==> src/rtl/core/kfl_pkg.sv <==
// ----------------------------------------------------------------------------
// kfl_pkg
// Shared widths, register indexes and word types of the keyframe
// interpolator.
// ----------------------------------------------------------------------------
package kfl_pkg;

    localparam int FRAME_BITS    = 12;
    localparam int WRAP_DURATION = 16;
    localparam int VAL_BITS      = 16;
    localparam int REM_BITS      = FRAME_BITS + 1;
    localparam int PROD_BITS     = VAL_BITS + REM_BITS;
    localparam int SUM_BITS      = PROD_BITS + 1;
    localparam int MAG_BITS      = VAL_BITS + FRAME_BITS;
    localparam int DIV_STEP      = 4;
    localparam int DIV_STAGES    = (MAG_BITS + DIV_STEP - 1) / DIV_STEP;
    localparam int QUO_BITS      = DIV_STAGES * DIV_STEP;
    localparam int LANES         = 3;
    localparam int LANE_TRANS    = 0;
    localparam int LANE_ROT      = 1;
    localparam int LANE_SCALE    = 2;
    localparam int CFG_IDX_BITS  = 8;
    localparam int CFG_DATA_BITS = 16;

    localparam logic [CFG_IDX_BITS-1:0]  REG_WRAP_THR   = CFG_IDX_BITS'(0);
    localparam logic [CFG_IDX_BITS-1:0]  REG_FULL_TURN  = CFG_IDX_BITS'(1);
    localparam logic [CFG_DATA_BITS-1:0] WRAP_THR_RST   = CFG_DATA_BITS'(2048);
    localparam logic [CFG_DATA_BITS-1:0] FULL_TURN_RST  = CFG_DATA_BITS'(4096);
    localparam logic [FRAME_BITS-1:0]    WRAP_DUR       = FRAME_BITS'(WRAP_DURATION);

    typedef logic [FRAME_BITS-1:0]      t_frame;
    typedef logic signed [VAL_BITS-1:0] t_val;

    typedef struct packed {
        t_frame frame;
        t_frame duration;
        t_val   trans_next;
        t_val   trans_prev;
        t_val   rot_next;
        t_val   rot_prev;
        t_val   scale_next;
        t_val   scale_prev;
    } t_in_word;

    typedef struct packed {
        t_frame                           dur;
        logic                             zero;
        logic [LANES-1:0]                 neg;
        logic [LANES-1:0][MAG_BITS-1:0]   mag;
    } t_mid;

    typedef struct packed {
        t_val trans_out;
        t_val rot_out;
        t_val scale_out;
        logic no_segment;
    } t_out_word;

endpackage

==> src/rtl/core/kfl_front.sv <==
// ----------------------------------------------------------------------------
// kfl_front
// Angle wrap, weights, per-lane products and signed numerator magnitude,
// three register stages.
// ----------------------------------------------------------------------------
module kfl_front import kfl_pkg::*; (
    input  logic                     i_clk,
    input  logic                     i_rst_n,
    input  logic                     i_valid,
    output logic                     o_ready,
    input  t_in_word                 i_word,
    input  logic [CFG_DATA_BITS-1:0] i_wrap_thr,
    input  logic [CFG_DATA_BITS-1:0] i_full_turn,
    output logic                     o_valid,
    input  logic                     i_ready,
    output t_mid                     o_mid
);

    localparam int NS = 3;

    logic [NS-1:0] r_vld;
    logic [NS:0]   stg_rdy;

    // stage 0: wrap and remaining weight
    t_frame                      r0_t;
    t_frame                      r0_dur;
    logic                        r0_zero;
    logic signed [REM_BITS-1:0]  r0_rem;
    t_val                        r0_nxt [LANES];
    t_val                        r0_prv [LANES];

    // stage 1: products
    t_frame                      r1_dur;
    logic                        r1_zero;
    logic signed [PROD_BITS-1:0] r1_pn [LANES];
    logic signed [PROD_BITS-1:0] r1_pp [LANES];

    // stage 2: magnitude and sign
    t_mid                        r2_mid;

    logic [VAL_BITS:0]           rot_diff;
    logic [VAL_BITS:0]           rot_adiff;
    logic                        do_wrap;
    logic [VAL_BITS-1:0]         rot_prev_w;
    logic signed [REM_BITS-1:0]  n0_rem;
    logic signed [PROD_BITS-1:0] n1_pn [LANES];
    logic signed [PROD_BITS-1:0] n1_pp [LANES];
    t_mid                        n2_mid;

    always_comb begin
        stg_rdy[NS] = i_ready;
        for (int k = NS - 1; k >= 0; k--) begin
            stg_rdy[k] = !r_vld[k] || stg_rdy[k+1];
        end
    end

    assign o_ready = stg_rdy[0];
    assign o_valid = r_vld[NS-1];
    assign o_mid   = r2_mid;

    always_comb begin
        rot_diff  = {i_word.rot_next[VAL_BITS-1], i_word.rot_next}
                  - {i_word.rot_prev[VAL_BITS-1], i_word.rot_prev};
        rot_adiff = rot_diff[VAL_BITS] ? (VAL_BITS+1)'(-rot_diff) : rot_diff;
        do_wrap   = (i_word.duration == WRAP_DUR) && (rot_adiff >= {1'b0, i_wrap_thr});
        if (!do_wrap) begin
            rot_prev_w = i_word.rot_prev;
        end else if (i_word.rot_prev[VAL_BITS-1] || (i_word.rot_prev == '0)) begin
            rot_prev_w = i_word.rot_prev + i_full_turn;
        end else begin
            rot_prev_w = i_word.rot_prev - i_full_turn;
        end
        n0_rem = $signed({1'b0, i_word.duration}) - $signed({1'b0, i_word.frame});
    end

    always_comb begin
        for (int l = 0; l < LANES; l++) begin
            n1_pn[l] = PROD_BITS'(r0_nxt[l]) * PROD_BITS'($signed({1'b0, r0_t}));
            n1_pp[l] = PROD_BITS'(r0_prv[l]) * PROD_BITS'(r0_rem);
        end
    end

    always_comb begin
        logic signed [SUM_BITS-1:0] sum;
        logic [SUM_BITS-1:0]        amag;
        n2_mid.dur  = r1_dur;
        n2_mid.zero = r1_zero;
        for (int l = 0; l < LANES; l++) begin
            sum            = SUM_BITS'(r1_pn[l]) + SUM_BITS'(r1_pp[l]);
            amag           = sum[SUM_BITS-1] ? SUM_BITS'(-sum) : SUM_BITS'(sum);
            n2_mid.neg[l]  = sum[SUM_BITS-1];
            n2_mid.mag[l]  = amag[MAG_BITS-1:0];
        end
    end

    always_ff @(posedge i_clk) begin
        if (!i_rst_n) begin
            r_vld <= '0;
        end else begin
            if (stg_rdy[0]) begin
                r_vld[0] <= i_valid;
            end
            for (int k = 1; k < NS; k++) begin
                if (stg_rdy[k]) begin
                    r_vld[k] <= r_vld[k-1];
                end
            end
        end
    end

    always_ff @(posedge i_clk) begin
        if (stg_rdy[0]) begin
            r0_t              <= i_word.frame;
            r0_dur            <= i_word.duration;
            r0_zero           <= (i_word.duration == '0);
            r0_rem            <= n0_rem;
            r0_nxt[LANE_TRANS] <= i_word.trans_next;
            r0_prv[LANE_TRANS] <= i_word.trans_prev;
            r0_nxt[LANE_ROT]   <= i_word.rot_next;
            r0_prv[LANE_ROT]   <= rot_prev_w;
            r0_nxt[LANE_SCALE] <= i_word.scale_next;
            r0_prv[LANE_SCALE] <= i_word.scale_prev;
        end
        if (stg_rdy[1]) begin
            r1_dur  <= r0_dur;
            r1_zero <= r0_zero;
            r1_pn   <= n1_pn;
            r1_pp   <= n1_pp;
        end
        if (stg_rdy[2]) begin
            r2_mid <= n2_mid;
        end
    end

endmodule

==> config.mk <==
export PLATFORM = sky130hd
export DESIGN_NAME = kfl_front
export DESIGN_NICKNAME = d
export VERILOG_FILES = /design/src/rtl/core/kfl_pkg.sv /design/src/rtl/core/kfl_front.sv
export SDC_FILE = /design/constraint.sdc
export NUM_CORES = 2
export LEC_CHECK = 0
export BUFFER_PORTS_ARGS = -buffer_cell sky130_fd_sc_hd__buf_2
export CAP_MARGIN = 20
export CORE_MARGIN = 2
export CORE_UTILIZATION = 65
export DETAILED_ROUTE_END_ITERATION = 16
export PLACE_DENSITY = 0.83
export SLEW_MARGIN = 20
export SYNTH_ARGS = -nofsm -noshare
export SYNTH_HDL_FRONTEND = slang
export SYNTH_SLANG_ARGS = --single-unit
==> constraint.sdc <==
create_clock -name i_clk -period 7.3 [get_ports i_clk]
set_input_delay 1.095 -clock i_clk [delete_from_list [all_inputs] [get_ports i_clk]]
set_output_delay 1.095 -clock i_clk [all_outputs]
set_load 0.005 [all_outputs]
## After elaboration in Yosys (flattened, before gate mapping)

Memories as Yosys holds them, arrays and structs flattened.
Index checks and enable logic that the tools add are counted.

| cells by class | value |
|---|---|
| magnitude comparators | 1 |
| eq/ne operators | 1 |
| reductions and logical operators | 10 |
| $add $sub $neg | 11 |
| $mul | 6 |
| multiplexer cells | 8 |

Operators by type and width:

| operator | number |
|---|---|
| 16-bit by 13-bit multiplier with 29-bit output | 6 |
| 29-bit by 29-bit adder with 30-bit output | 3 |
| 28-bit 2-to-1 mux | 3 |
| 28-bit negation | 3 |
| 16-bit 2-to-1 mux | 2 |
| 17-bit by 16-bit greater-or-equal comparator with 1-bit output | 1 |
| 17-bit 2-to-1 mux | 1 |
| 17-bit negation | 1 |
| 16-bit by 16-bit subtractor with 17-bit output | 1 |
| 16-bit adder | 1 |
| 16-bit zero test | 1 |
| 16-bit subtractor | 1 |
| 12-bit by 12-bit subtractor with 13-bit output | 1 |
| 12-bit by 5-bit == test with 1-bit output, second input constant | 1 |
| 12-bit zero test | 1 |
| 1-bit logical OR | 4 |
| 1-bit zero test | 3 |
| 1-bit 2-to-1 mux | 2 |
| 1-bit logical AND | 1 |

| word-level totals | value |
|---|---|
| bits in registers | 328 |
| memories kept | 2 |
| word-level logic and storage cells | 60 |
| bits in writable memories | 96 |
| bits of input ports | 156 |

Memory list:

| name | words | width | rd ports | clocked after memory_dff | write ports | line | RTL |
|---|---|---|---|---|---|---|---|
| r0_nxt | 3 | 16 | 3 | 0 | 3 | kfl_front.sv:29 | `t_val r0_nxt [LANES];` |
| r0_prv | 3 | 16 | 3 | 0 | 3 | kfl_front.sv:30 | `t_val r0_prv [LANES];` |

## Depth between registers and ports, before layout

| depth | value |
|---|---|
| depth in word-level cells | 6 |
| mapped depth | 27 |

## Worst setup path after synthesis

No wires, ideal clock.

| timing | value |
|---|---|
| kind | register -> register |
| from | register r0_rem[4] |
| to | register r1_pp[86] (netlist bit), data pin |
| required time | 7.040 ns |
| cell stages (with the launch flop) | 22 |
| setup slack | 1.088 ns |
| setup time | 0.260 ns |
| buffers on the path | 2 |
| arrival | 5.952 ns |
| cell sequence | edfxtp_1 clkbuf_1 clkbuf_1 nand2_1 fa_1 fa_1 inv_1 fa_1 fa_1 fa_1 fa_1 ha_1 a21o_1 a21oi_1 o22ai_1 nor3_1 nor3_1 a2111oi_0 nor3_1 a211o_1 a21oi_1 xnor2_1 |

RTL lines:

| element | line | RTL |
|---|---|---|
| start: declaration | kfl_front.sv:28 | `logic signed [REM_BITS-1:0] r0_rem;` |
| start signal: assignment | kfl_front.sv:116 | `r0_rem <= n0_rem;` |
| end signal: assignment | kfl_front.sv:128 | `r1_pp <= n1_pp;` |
| end: declaration | kfl_front.sv:36 | `logic signed [PROD_BITS-1:0] r1_pp [LANES];` |

==> summary.md <==
| Metric | Value |
|---|---|
| Result of the run | complete, no violations |
| Number of buffers on the longest clock path | 3 |
| Final min period | approximately 7000 ps |
| Average size of a mapped cell | just under 10 um^2 |
| Core outline area | between 0.1 and 0.15 mm^2 |
| Num CTS Buffers | 52 |
| Post-CTS setup buffer count | 0 |
| Fraction of layout instances using a drive strength above 1 | 0.0669 |
| Clock Sinks | between 400 and 500 |
| Critical path arrival | between 7000 and 8000 ps |
| DR iter-0 viols | around 3500 |
| Area added between synthesis and finish | 6.76% |
| Die height | around 320 um |
| Initial cell density of the core | 0.655 |
| Clk Latency, worst-skew pair | about 640 ps |
| Global-route wire length before repair | about 260 mm |
| Class of the worst hold path | reg2reg |
| Quantity of gates resized following cts | 0 |
| Sort of element at the start of the critical path | flip-flop |
| I/O pins | around 260 |
| Count of unresolved DRC violations after routing | 0 |
| Number of buffers added on ports | 257 |
| Maximum frequency from static timing analysis | between 100 and 150 MHz |
| Area of the multi-input gates | 0.0467 mm^2 |
| EDFF count, synth | around 420 |
| Number of max-capacitance violations reported | 0 |
| Setup clock skew after layout | 20.3 ps |
| Fraction of the yosys area taken by sequential cells | 0.194 |
| Root Driver | clkbuf_16 |
| Data required, critical path | approximately 7700 ps |
| Antenna viol nets, final | 0 |
| Vias per Instance | 5.76 |
| Count of TritonRoute iterations in the first routing pass | 6 |
| Row count | 116 |
| RSZ-0062 raised after global routing | no |
| Flip-flop and latch count after synthesis | between 400 and 500 |
| Share of the cycle needed by the critical path after routing | 0.944 |
| Reg clk slew, reported paths | roughly 60 ps |
| Commonest non-fill, non-tap cell in the layout | inv_1 |
| Max-slew violations | 0 |
| Post-synthesis cell area | 0.0655 mm^2 |
| Post-Syn Instances | between 6000 and 7000 |
| Actual slew at the worst max-slew pin | 1130 ps |
| Final number of hold-violating endpoints | 0 |
| Final weighted congestion in routability-driven placement | 0.974 |
| GR Overflow Total | 0 |
| Leading register cell type out of synthesis | edfxtp_1 |
| Yosys cell types | 74 |
| Net count reported at finish | between 8000 and 9000 |
| Kind of capture point of the worst setup path | flip-flop |
| Overall die area | just over 0.1 mm^2 |
| Total via count after detailed routing | ~47000 |
| DR WL/cell | 19.3 um |
| Synthesis warning total | 0 |
| Total nets after synthesis | roughly 8600 |
| Commonest non-fill, non-tap cells in the layout | inv_1, fa_1, nand2_1 |
| Detail Placement HPWL | 129 mm |
| Total Wirelength | around 160 mm |
| Maximum number of pins on one net before global-route repair | around 130 |
| Number of antenna violations at the first check in global routing | 9 |
| Number of fillers in the final layout | around 7200 |
| Vias in the first global route | a little over 50000 |
| Hold buffer count at CTS | 0 |
| H-tree level count | 2 |
| Worst rel slew slack | 0.249 |
| Combined flip-flop and latch cell area | between 0.01 and 0.015 mm^2 |
| Critical-path maximum fanout | 21 |
| Die X-Extent | approximately 320 um |
| CTS tree | built |
| Fraction of registers with async set or reset after synthesis | 0 |
| Setup-violating endpoint count in the final report | 0 |
| Setup CP Type | reg2reg |
| Global-route total usage across every layer | 0.321 |
| Sum of negative setup slack | 0 ps |
## logic make-up (layout without fill, tap and decap cells)
group,Yosys count,in the layout,share of synthesized area
buffers and inverters,1645,1838,0.0943
XOR/XNOR,370,370,0.0494
other,0,4,0
adder cells (fa/ha/maj),1696,1696,0.453
AO/OA/AOI/OAI,724,724,0.0710
AND/OR/NAND/NOR,1862,1862,0.138
multiplexers,5,5,0.000802
flip-flops,424,424,0.194
## flip-flops by register name, summed over array words and instances, names as in the netlist
name	flops
r0_nxt	48
r0_rem	13
r_vld	3
r1_dur	12
r0_dur	12
r1_zero	1
r0_prv	48
r1_pn	87
r0_zero	1
r1_pp	87
o_mid	100
r0_t	12
## synthesized netlist by cell type, types with 35 or more instances
| cell | instances | share of area |
|---|---|---|
| nand2b_1 | 36 | 0.0034 |
| and2_1 | 525 | 0.050 |
| nand2_1 | 796 | 0.046 |
| xnor2_1 | 273 | 0.036 |
| nor2b_1 | 37 | 0.0035 |
| nor2_1 | 205 | 0.012 |
| fa_1 | 1125 | 0.34 |
| o21ai_0 | 165 | 0.013 |
| o21a_1 | 35 | 0.0040 |
| inv_1 | 1399 | 0.080 |
| a21oi_1 | 209 | 0.016 |
| nor3_1 | 66 | 0.0050 |
| edfxtp_1 | 421 | 0.19 |
| nand3_1 | 57 | 0.0044 |
| a21o_1 | 79 | 0.0090 |
| xor2_1 | 97 | 0.013 |
| clkbuf_1 | 242 | 0.014 |
| ha_1 | 571 | 0.11 |
## routing by layer
layer	up-vias	wire (um)	track usage
li1	21284	-	-
met3	472	11900	0.0459
met1	23643	59000	0.394
met4	12	8630	0.152
met2	1932	79500	0.559
met5	-	67	0
## metrics by stage
stage | setup slack [ps] | util | hold slack [ps] | std cells | instance area, um^2
floorplan | 1090 | - | 400 | 6726 | 65500
global placement | 578 | 0.683 | 401 | 8119 | 68300
detailed placement | 453 | 0.683 | 405 | 8119 | 68300
CTS | 467 | 0.700 | 417 | 8216 | 70000
global route | 109 | 0.700 | 430 | 8217 | 70000
finish | 412 | 0.700 | 415 | 8221 | 70000
## worst max-delay path, cell delays in order, from the launching register on
cell and delay (ps):
edfxtp_1 750, and2_1 310, fa_1 500, inv_1 50, fa_1 470, inv_1 50
fa_1 490, inv_1 50, fa_1 540, inv_1 50, fa_1 430, ha_1 290
ha_1 330, inv_1 70, o211a_1 250, o311ai_0 660, nand3_1 190, a31oi_1 250
a21oi_1 100, o21ai_0 370, a221oi_1 150, o21bai_1 190, xnor2_1 90
## cell type report
type,instances,area share
Antenna cell,4,0.000143
Clock buffer,62,0.0197
Clock inverter,35,0.00375
Inverter,1399,0.0751
Multi-Input combinational cell,4657,0.667
Sequential cell,424,0.182
Tap cell,1298,0.0232
Timing Repair Buffer,342,0.0292
## path summary, 6_finish.rpt
| check | startpoint | to | slack [ps] | cells after the start |
|---|---|---|---|---|
| min | r0_dur[5] | r1_dur[5] | 410 | 0 |
| min reg2reg | r0_dur[5] | r1_dur[5] | 410 | 0 |
| max reg2reg | r0_rem[2] | r1_pp[28] | 410 | 22 |
| max | r0_rem[2] | r1_pp[28] | 410 | 22 |
Power is left out: the tool's default activity adds up to more than one toggle a clock period on the data nets, which glitch-free logic cannot reach.
