File: src/rtl/core/kfl_pkg.sv
// ----------------------------------------------------------------------------
// kfl_pkg
// Shared widths, register indexes and word types of the keyframe
// interpolator.
// ----------------------------------------------------------------------------
package kfl_pkg;

    localparam int FRAME_BITS    = 12;
    localparam int WRAP_DURATION = 16;
    localparam int VAL_BITS      = 16;
    localparam int REM_BITS      = FRAME_BITS + 1;
    localparam int PROD_BITS     = VAL_BITS + REM_BITS;
    localparam int SUM_BITS      = PROD_BITS + 1;
    localparam int MAG_BITS      = VAL_BITS + FRAME_BITS;
    localparam int DIV_STEP      = 4;
    localparam int DIV_STAGES    = (MAG_BITS + DIV_STEP - 1) / DIV_STEP;
    localparam int QUO_BITS      = DIV_STAGES * DIV_STEP;
    localparam int LANES         = 3;
    localparam int LANE_TRANS    = 0;
    localparam int LANE_ROT      = 1;
    localparam int LANE_SCALE    = 2;
    localparam int CFG_IDX_BITS  = 8;
    localparam int CFG_DATA_BITS = 16;

    localparam logic [CFG_IDX_BITS-1:0]  REG_WRAP_THR   = CFG_IDX_BITS'(0);
    localparam logic [CFG_IDX_BITS-1:0]  REG_FULL_TURN  = CFG_IDX_BITS'(1);
    localparam logic [CFG_DATA_BITS-1:0] WRAP_THR_RST   = CFG_DATA_BITS'(2048);
    localparam logic [CFG_DATA_BITS-1:0] FULL_TURN_RST  = CFG_DATA_BITS'(4096);
    localparam logic [FRAME_BITS-1:0]    WRAP_DUR       = FRAME_BITS'(WRAP_DURATION);

    typedef logic [FRAME_BITS-1:0]      t_frame;
    typedef logic signed [VAL_BITS-1:0] t_val;

    typedef struct packed {
        t_frame frame;
        t_frame duration;
        t_val   trans_next;
        t_val   trans_prev;
        t_val   rot_next;
        t_val   rot_prev;
        t_val   scale_next;
        t_val   scale_prev;
    } t_in_word;

    typedef struct packed {
        t_frame                           dur;
        logic                             zero;
        logic [LANES-1:0]                 neg;
        logic [LANES-1:0][MAG_BITS-1:0]   mag;
    } t_mid;

    typedef struct packed {
        t_val trans_out;
        t_val rot_out;
        t_val scale_out;
        logic no_segment;
    } t_out_word;

endpackage

File: src/rtl/core/kfl_div.sv
// ----------------------------------------------------------------------------
// kfl_div
// Pipelined restoring divider for the three lanes, four quotient bits a
// stage, then sign restore and the output register.
// ----------------------------------------------------------------------------
module kfl_div import kfl_pkg::*; (
    input  logic      i_clk,
    input  logic      i_rst_n,
    input  logic      i_valid,
    output logic      o_ready,
    input  t_mid      i_mid,
    output logic      o_valid,
    input  logic      i_ready,
    output t_out_word o_word
);

    localparam int NS = DIV_STAGES + 1;

    logic [NS-1:0]       r_vld;
    logic [NS:0]         stg_rdy;

    logic [FRAME_BITS-1:0] r_rem  [DIV_STAGES][LANES];
    logic [QUO_BITS-1:0]   r_num  [DIV_STAGES][LANES];
    t_frame                r_dur  [DIV_STAGES];
    logic                  r_zero [DIV_STAGES];
    logic [LANES-1:0]      r_neg  [DIV_STAGES];
    t_out_word             r_out;

    logic [FRAME_BITS-1:0] n_rem  [DIV_STAGES][LANES];
    logic [QUO_BITS-1:0]   n_num  [DIV_STAGES][LANES];
    t_out_word             n_out;

    always_comb begin
        stg_rdy[NS] = i_ready;
        for (int k = NS - 1; k >= 0; k--) begin
            stg_rdy[k] = !r_vld[k] || stg_rdy[k+1];
        end
    end

    assign o_ready = stg_rdy[0];
    assign o_valid = r_vld[NS-1];
    assign o_word  = r_out;

    always_comb begin
        logic [FRAME_BITS-1:0] c_rem;
        logic [QUO_BITS-1:0]   c_num;
        logic [FRAME_BITS:0]   c_p;
        t_frame                c_dur;
        for (int k = 0; k < DIV_STAGES; k++) begin
            for (int l = 0; l < LANES; l++) begin
                if (k == 0) begin
                    c_rem = '0;
                    c_num = QUO_BITS'(i_mid.mag[l]);
                    c_dur = i_mid.dur;
                end else begin
                    c_rem = r_rem[k-1][l];
                    c_num = r_num[k-1][l];
                    c_dur = r_dur[k-1];
                end
                for (int s = 0; s < DIV_STEP; s++) begin
                    c_p = {c_rem, c_num[QUO_BITS-1]};
                    if (c_p >= {1'b0, c_dur}) begin
                        c_rem = FRAME_BITS'(c_p - {1'b0, c_dur});
                        c_num = {c_num[QUO_BITS-2:0], 1'b1};
                    end else begin
                        c_rem = c_p[FRAME_BITS-1:0];
                        c_num = {c_num[QUO_BITS-2:0], 1'b0};
                    end
                end
                n_rem[k][l] = c_rem;
                n_num[k][l] = c_num;
            end
        end
    end

    always_comb begin
        t_val q [LANES];
        for (int l = 0; l < LANES; l++) begin
            q[l] = r_num[DIV_STAGES-1][l][VAL_BITS-1:0];
            if (r_zero[DIV_STAGES-1]) begin
                q[l] = '0;
            end else if (r_neg[DIV_STAGES-1][l]) begin
                q[l] = -q[l];
            end
        end
        n_out.trans_out  = q[LANE_TRANS];
        n_out.rot_out    = q[LANE_ROT];
        n_out.scale_out  = q[LANE_SCALE];
        n_out.no_segment = r_zero[DIV_STAGES-1];
    end

    always_ff @(posedge i_clk) begin
        if (!i_rst_n) begin
            r_vld <= '0;
        end else begin
            if (stg_rdy[0]) begin
                r_vld[0] <= i_valid;
            end
            for (int k = 1; k < NS; k++) begin
                if (stg_rdy[k]) begin
                    r_vld[k] <= r_vld[k-1];
                end
            end
        end
    end

    always_ff @(posedge i_clk) begin
        if (stg_rdy[0]) begin
            r_dur[0]  <= i_mid.dur;
            r_zero[0] <= i_mid.zero;
            r_neg[0]  <= i_mid.neg;
            r_rem[0]  <= n_rem[0];
            r_num[0]  <= n_num[0];
        end
        for (int k = 1; k < DIV_STAGES; k++) begin
            if (stg_rdy[k]) begin
                r_dur[k]  <= r_dur[k-1];
                r_zero[k] <= r_zero[k-1];
                r_neg[k]  <= r_neg[k-1];
                r_rem[k]  <= n_rem[k];
                r_num[k]  <= n_num[k];
            end
        end
        if (stg_rdy[NS-1]) begin
            r_out <= n_out;
        end
    end

`ifndef SYNTHESIS
    for (genvar k = 0; k < DIV_STAGES; k++) begin : g_rem_chk
        for (genvar l = 0; l < LANES; l++) begin : g_lane
            a_rem_below_dur: assert property (@(posedge i_clk) disable iff (!i_rst_n)
                r_vld[k] && !r_zero[k] |-> r_rem[k][l] < r_dur[k])
                else $error("partial remainder not below divisor");
        end
    end

    a_no_seg_zero: assert property (@(posedge i_clk) disable iff (!i_rst_n)
        r_vld[NS-1] && r_out.no_segment |->
            r_out.trans_out == '0 && r_out.rot_out == '0 && r_out.scale_out == '0)
        else $error("empty segment word carries nonzero values");

    a_zero_flag: assert property (@(posedge i_clk) disable iff (!i_rst_n)
        r_vld[NS-2] && r_zero[DIV_STAGES-1] && stg_rdy[NS-1] |=> r_out.no_segment)
        else $error("empty segment flag lost at output register");

    a_hold_item: assert property (@(posedge i_clk) disable iff (!i_rst_n)
        r_vld[0] && !stg_rdy[1] |=> r_vld[0] && $stable(r_dur[0]))
        else $error("stalled divider word dropped");
`endif

endmodule

File: config.mk
export PLATFORM = sky130hd
export DESIGN_NAME = kfl_div
export DESIGN_NICKNAME = d
export VERILOG_FILES = /design/src/rtl/core/kfl_pkg.sv /design/src/rtl/core/kfl_div.sv
export SDC_FILE = /design/constraint.sdc
export NUM_CORES = 2
export LEC_CHECK = 0
export BUFFER_PORTS_ARGS = -buffer_cell sky130_fd_sc_hd__buf_2
export CAP_MARGIN = 20
export CELL_PAD_IN_SITES_DETAIL_PLACEMENT = 2
export CELL_PAD_IN_SITES_GLOBAL_PLACEMENT = 2
export CORE_MARGIN = 2
export CORE_UTILIZATION = 45
export CTS_CLUSTER_DIAMETER = 200
export DETAILED_ROUTE_END_ITERATION = 8
export GPL_TIMING_DRIVEN = 0
export PLACE_DENSITY = 0.95
export SLEW_MARGIN = 20
export SYNTH_ARGS = -nofsm -noshare
export SYNTH_HDL_FRONTEND = slang
export SYNTH_SLANG_ARGS = --single-unit
File: constraint.sdc
create_clock -name i_clk -period 23.5 [get_ports i_clk]
set_input_delay 4.7 -clock i_clk [delete_from_list [all_inputs] [get_ports i_clk]]
set_output_delay 4.7 -clock i_clk [all_outputs]
set_load 0.01 [all_outputs]
======== Word-level counts from Yosys, hierarchy flattened ========
Memory sizes are Yosys's and may differ from the RTL's.
Cells that the tools add are included.
word-level totals
  register bits ........................... 57
  RAM bits ................................ 952
  input bits .............................. 104
  word-level logic and storage cells ...... 389
  memories ................................ 5
memories
  name    words  width  rd ports  clocked after memory_dff  wr ports  RTL line       source
  r_num   7      84     7         0                         7         kfl_div.sv:23  logic [QUO_BITS-1:0] r_num [DIV_STAGES][LANES];
  r_rem   7      36     6         0                         7         kfl_div.sv:22  logic [FRAME_BITS-1:0] r_rem [DIV_STAGES][LANES];
  r_dur   7      12     6         0                         7         kfl_div.sv:24  t_frame r_dur [DIV_STAGES];
  r_neg   7      3      7         0                         7         kfl_div.sv:26  logic [LANES-1:0] r_neg [DIV_STAGES];
  r_zero  7      1      7         0                         7         kfl_div.sv:25  logic r_zero [DIV_STAGES];
cells by class
  add/subtract/negate cells ............... 87
  $lt $le $gt $ge ......................... 84
  multiplexer cells ....................... 185
  reductions and logical operators ........ 16
operators by type and width
  kind                            number
  >= comparator 13 x 12 -> 1 bit  81
  2-to-1 mux 12 bit               84
  subtractor 12 bit               81
  2-to-1 mux 1 bit                98
  2-to-1 mux 16 bit               3
  negation 16 bit                 3
  >= comparator 1 x 12 -> 1 bit   3
  subtractor 1 x 12 -> 12 bit     3
  logical NOT 1 bit               8
  logical OR 1 bit                8

======== Longest topological paths before layout ========
  word-level depth ........................ 11
  gate-level depth with buffers ........... 50
  mapped depth without buffers ............ 46

======== Worst setup path after synthesis ========
No wires, ideal clock.
  path type ............................... input to register
  start ................................... input i_mid[89] (netlist name)
  end ..................................... memory r_rem[0][26] (netlist name), data pin
  arrival ................................. 13.667 ns
  data required time ...................... 23.240 ns
  setup slack ............................. 9.573 ns
  stages .................................. 43
  path buffers ............................ 4
  path through ............................ inv_2 > clkbuf_1 > ha_1 > a21oi_1 > nor2_1 > mux2_2 > inv_1 > ha_1 > nor2b_1 > o21ai_0 > a21oi_1 > o21ai_1 > a21oi_1 > a221oi_1 > a22o_1 > clkbuf_1 > nor2_1 > a21oi_1 > (+7 left out) > o22ai_1 > o221ai_1 > nand2_1 > clkbuf_1 > mux2i_1 > ha_1 > nor2b_1 > o21ai_0 > a21boi_0 > o21ai_1 > a21o_1 > a21oi_1 > o21a_1 > o21ai_0 > a211o_1 > and3b_1 > buf_1 > mux2_2
RTL lines
  what         RTL line       source
  from (decl)  kfl_div.sv:11  input t_mid i_mid,
  to (decl)    kfl_div.sv:22

==> impl_metrics.csv <==
group,metric,value,unit
outcome,status,"complete, but fails checks",
outcome,violations,"design-rule violations, max-capacitance violations, max-slew violations",
detailed_routing,antenna_left,0,
layout,finish.utilization,49.9,%
critical_path,arrival,19.45,ns
timing,finalCriticalPeriod,18.86,ns
logic_synthesis,ys_ff_latch,745,
floorplan,start_util,45.4,%
clocking,clk_pin_slew,0.07,ns
global_routing,overflow,0,
logic_synthesis,syn_inst,8007,
global_routing,grt_pass1_vias,89600,
critical_path,crit_path_frequent_cell,"o21ai_0",
timing,clock_skew,0.103,ns
detailed_routing,dr.pass1.iters,9,
logic_synthesis,synth-edff-count,737,
global_routing,grt_max_degree,66,
floorplan,design.core.area,165000,um2
floorplan,die_h,412,um
logic_synthesis,netlist_area,74800,um2
timing,setup_viol,0,
timing,finalCritPeriodShare,80.3,%
critical_path,cp.required,24.08,ns
detailed_routing,wl_met1,144,mm
run,cap_violations,10,
timing,timing.final.max_slew_violations,45,
clocking,holdBufCountCts,0,
detailed_routing,viasPerCell,7.98,
placed_design,portBuffers,154,
placed_design,routabilityCongestion,0.906,
detailed_routing,dr.first_iter.drc_count,11300,
critical_path,cp-end-kind,"register",
floorplan,die_w,412,um
detailed_routing,drt-total-wl,476,mm
clocking,clock_sinks,745,
timing,max_slew_margin,-99.3,%
critical_path,cp_max_fo,12,
logic_synthesis,ys_types,99,
logic_synthesis,ys.flop_type,"edfxtp_1",
clocking,clock_path_buffers,3,
detailed_routing,wl_met2,204,mm
layout,nets,9439,
timing,setup_tns,0,ns
critical_path,start_kind,"register",
logic_synthesis,ys_async_sr_fraction,0,%
logic_synthesis,syn_avg_cell_area,9.35,um2
layout,drive_gt1_share,9.13,%
placed_design,dpl.hpwl,263,mm
global_routing,antenna_found_initial,72,
detailed_routing,num_vias,84500,
detailed_routing,drcViolationCount,8,
detailed_routing,maxUsedRoutingLayer,"met5",
floorplan,io_pins,155,
clocking,cts_resized,0,
clocking,htree_levels,3,
global_routing,grt_usage,48.4,%
detailed_routing,wire_per_inst,44.9,um
clocking,clkLatencyLatePin,0.92,ns
hold_path,hold_class,"reg -> reg",
critical_path,criticalPathCategory,"reg -> reg",
logic_synthesis,seq_area_frac_synth,29.8,%
timing,fmax,53.0,MHz
timing,tightest_slew,2.96,ns
timing,whs,0.375,ns
timing,setup_slack,4.64,ns
clocking,cts_tree,"done",
layout,area_delta_synth_final,9.92,%
logic_synthesis,synth_fp_nets,9170,
global_routing,grt_pass1_wl,614,mm
timing,hold_viol,0,
critical_path,critPathSlowestCell,"nor4_1",
critical_path,critical_path.max_stage_delay,2.23,ns
floorplan,rows,149,
floorplan,die-area,170000,um2
timing,grt_setup_unrepaired,"false",
clocking,numCtsBuffers,97,
placed_design,place_ws,6.33,ns
clocking,postCtsSetupRepairBufs,0,
logic_synthesis,yosys_warnings,0,
detailed_routing,met3_wirelength,58.7,mm
clocking,root_buffer,"clkbuf_16",
==> kinds of logic after synthesis <==
kind of cell    count (synthesis)  synth area share, %
mux                           579                 8.58
buf+inv                       702                 3.59
xor+xnor                      621                 7.27
fa+ha+maj                    1059                 18.5
simple gates                 2172                 14.1
compound gates               2129                 18.2
flops                         745                 29.8
==> layer usage <==
layer | GRT usage [%] | vias up
met1 | 46.3 | 40300
met5 | 0.452 | -
li1 | - | 30400
met2 | 79.2 | 8678
met4 | 52.3 | 78
met3 | 15.1 | 5094
==> registers in the layout (all words and copies together) (netlist names) <==
name and flops:
r_num 372, r_vld 8, o_word 49, r_zero 7, r_rem 216, r_neg 21, r_dur 72
==> through the flow <==
step / instance area [um2] / instances
CTS: 82000 / 10500
global placement: 78400 / 10400
detailed placement: 78700 / 10400
floorplan: 74800 / 8007
global route: 82200 / 10600
finish: 82300 / 10600
==> cell type report <==
class / instances / area, um2
timing repair buffer: 170 / 1160
tap: 2189 / 2740
fill: 17100 / 82700
clock inverter: 67 / 826
antenna: 45 / 113
sequential: 745 / 22300
clock buffer: 111 / 2520
inverter: 588 / 2230
multi-input combinational: 6560 / 49900
buffer: 114 / 480
==> layout by cell type, fill, tap and decap left out, types with 54 or more instances in the layout <==
cell type,count
a21o_1,236
ha_1,981
clkbuf_1,92
edfxtp_1,737
o21a_1,111
fa_1,78
o21ai_0,419
o31ai_1,71
mux2i_1,111
nor2_1,592
nor2b_1,161
nor4_1,54
nand2_1,492
xnor2_1,416
nand2b_1,125
o21bai_1,70
mux2_1,153
o21ai_1,99
clkbuf_16,98
a21oi_1,597
inv_1,558
buf_2,173
nand3_1,190
mux2_2,305
xor2_1,205
nor3_1,170
a31oi_1,55
nand4_1,140
a211oi_1,60
==> cells in the mapped netlist (27+ instances only) <==
library cell | instances | area [um2]
inv_1 | 576 | 2160
or2_2 | 29 | 181
clkbuf_1 | 83 | 312
a21boi_1 | 29 | 218
xor2_1 | 205 | 1800
a21oi_1 | 597 | 2990
o21a_1 | 111 | 833
a31oi_1 | 55 | 344
nor3_1 | 170 | 851
a211o_1 | 27 | 236
o21ai_0 | 419 | 2100
nand2_1 | 495 | 1860
mux2_1 | 153 | 1720
a21o_1 | 236 | 1770
and3_1 | 49 | 307
xnor2_1 | 416 | 3640
or3_1 | 43 | 269
o31ai_1 | 71 | 533
a211oi_1 | 62 | 465
o21bai_1 | 70 | 526
nand4_1 | 140 | 876
nor4_1 | 55 | 344
nand2b_1 | 125 | 782
mux2i_1 | 111 | 1110
a21boi_0 | 49 | 368
mux2_2 | 305 | 3430
o21ai_1 | 99 | 495
and2_1 | 47 | 294
fa_1 | 78 | 1560
edfxtp_1 | 737 | 22100
nand3_1 | 190 | 951
ha_1 | 981 | 12300
nor2_1 | 592 | 2220
nor2b_1 | 161 | 1010
==> final timing paths <==
check / endpoint / start / depth (start not counted) / slack, ns
max: r_rem[3][21] / r_dur[2][10] / 48 / 4.64
min: r_num[1][27] / r_num[0][23] / 0 / 0.37
max reg2reg: r_rem[3][21] / r_dur[2][10] / 48 / 4.64
min reg2reg: r_num[1][27] / r_num[0][23] / 0 / 0.37
==> worst max-delay path, delay by kind of cell, from the launching register on <==
kind                     cells  cell delay (ns)
AO/OA/AOI/OAI               26             8.60
adder cells (fa/ha/maj)      4             1.50
buffers and inverters        7             3.27
flip-flops                   1             0.52
multiplexers                 2             0.95
AND/OR/NAND/NOR              9             3.62
Power is left out: the tool's default activity adds up to more than one toggle a clock period on the data nets, which glitch-free logic cannot reach.
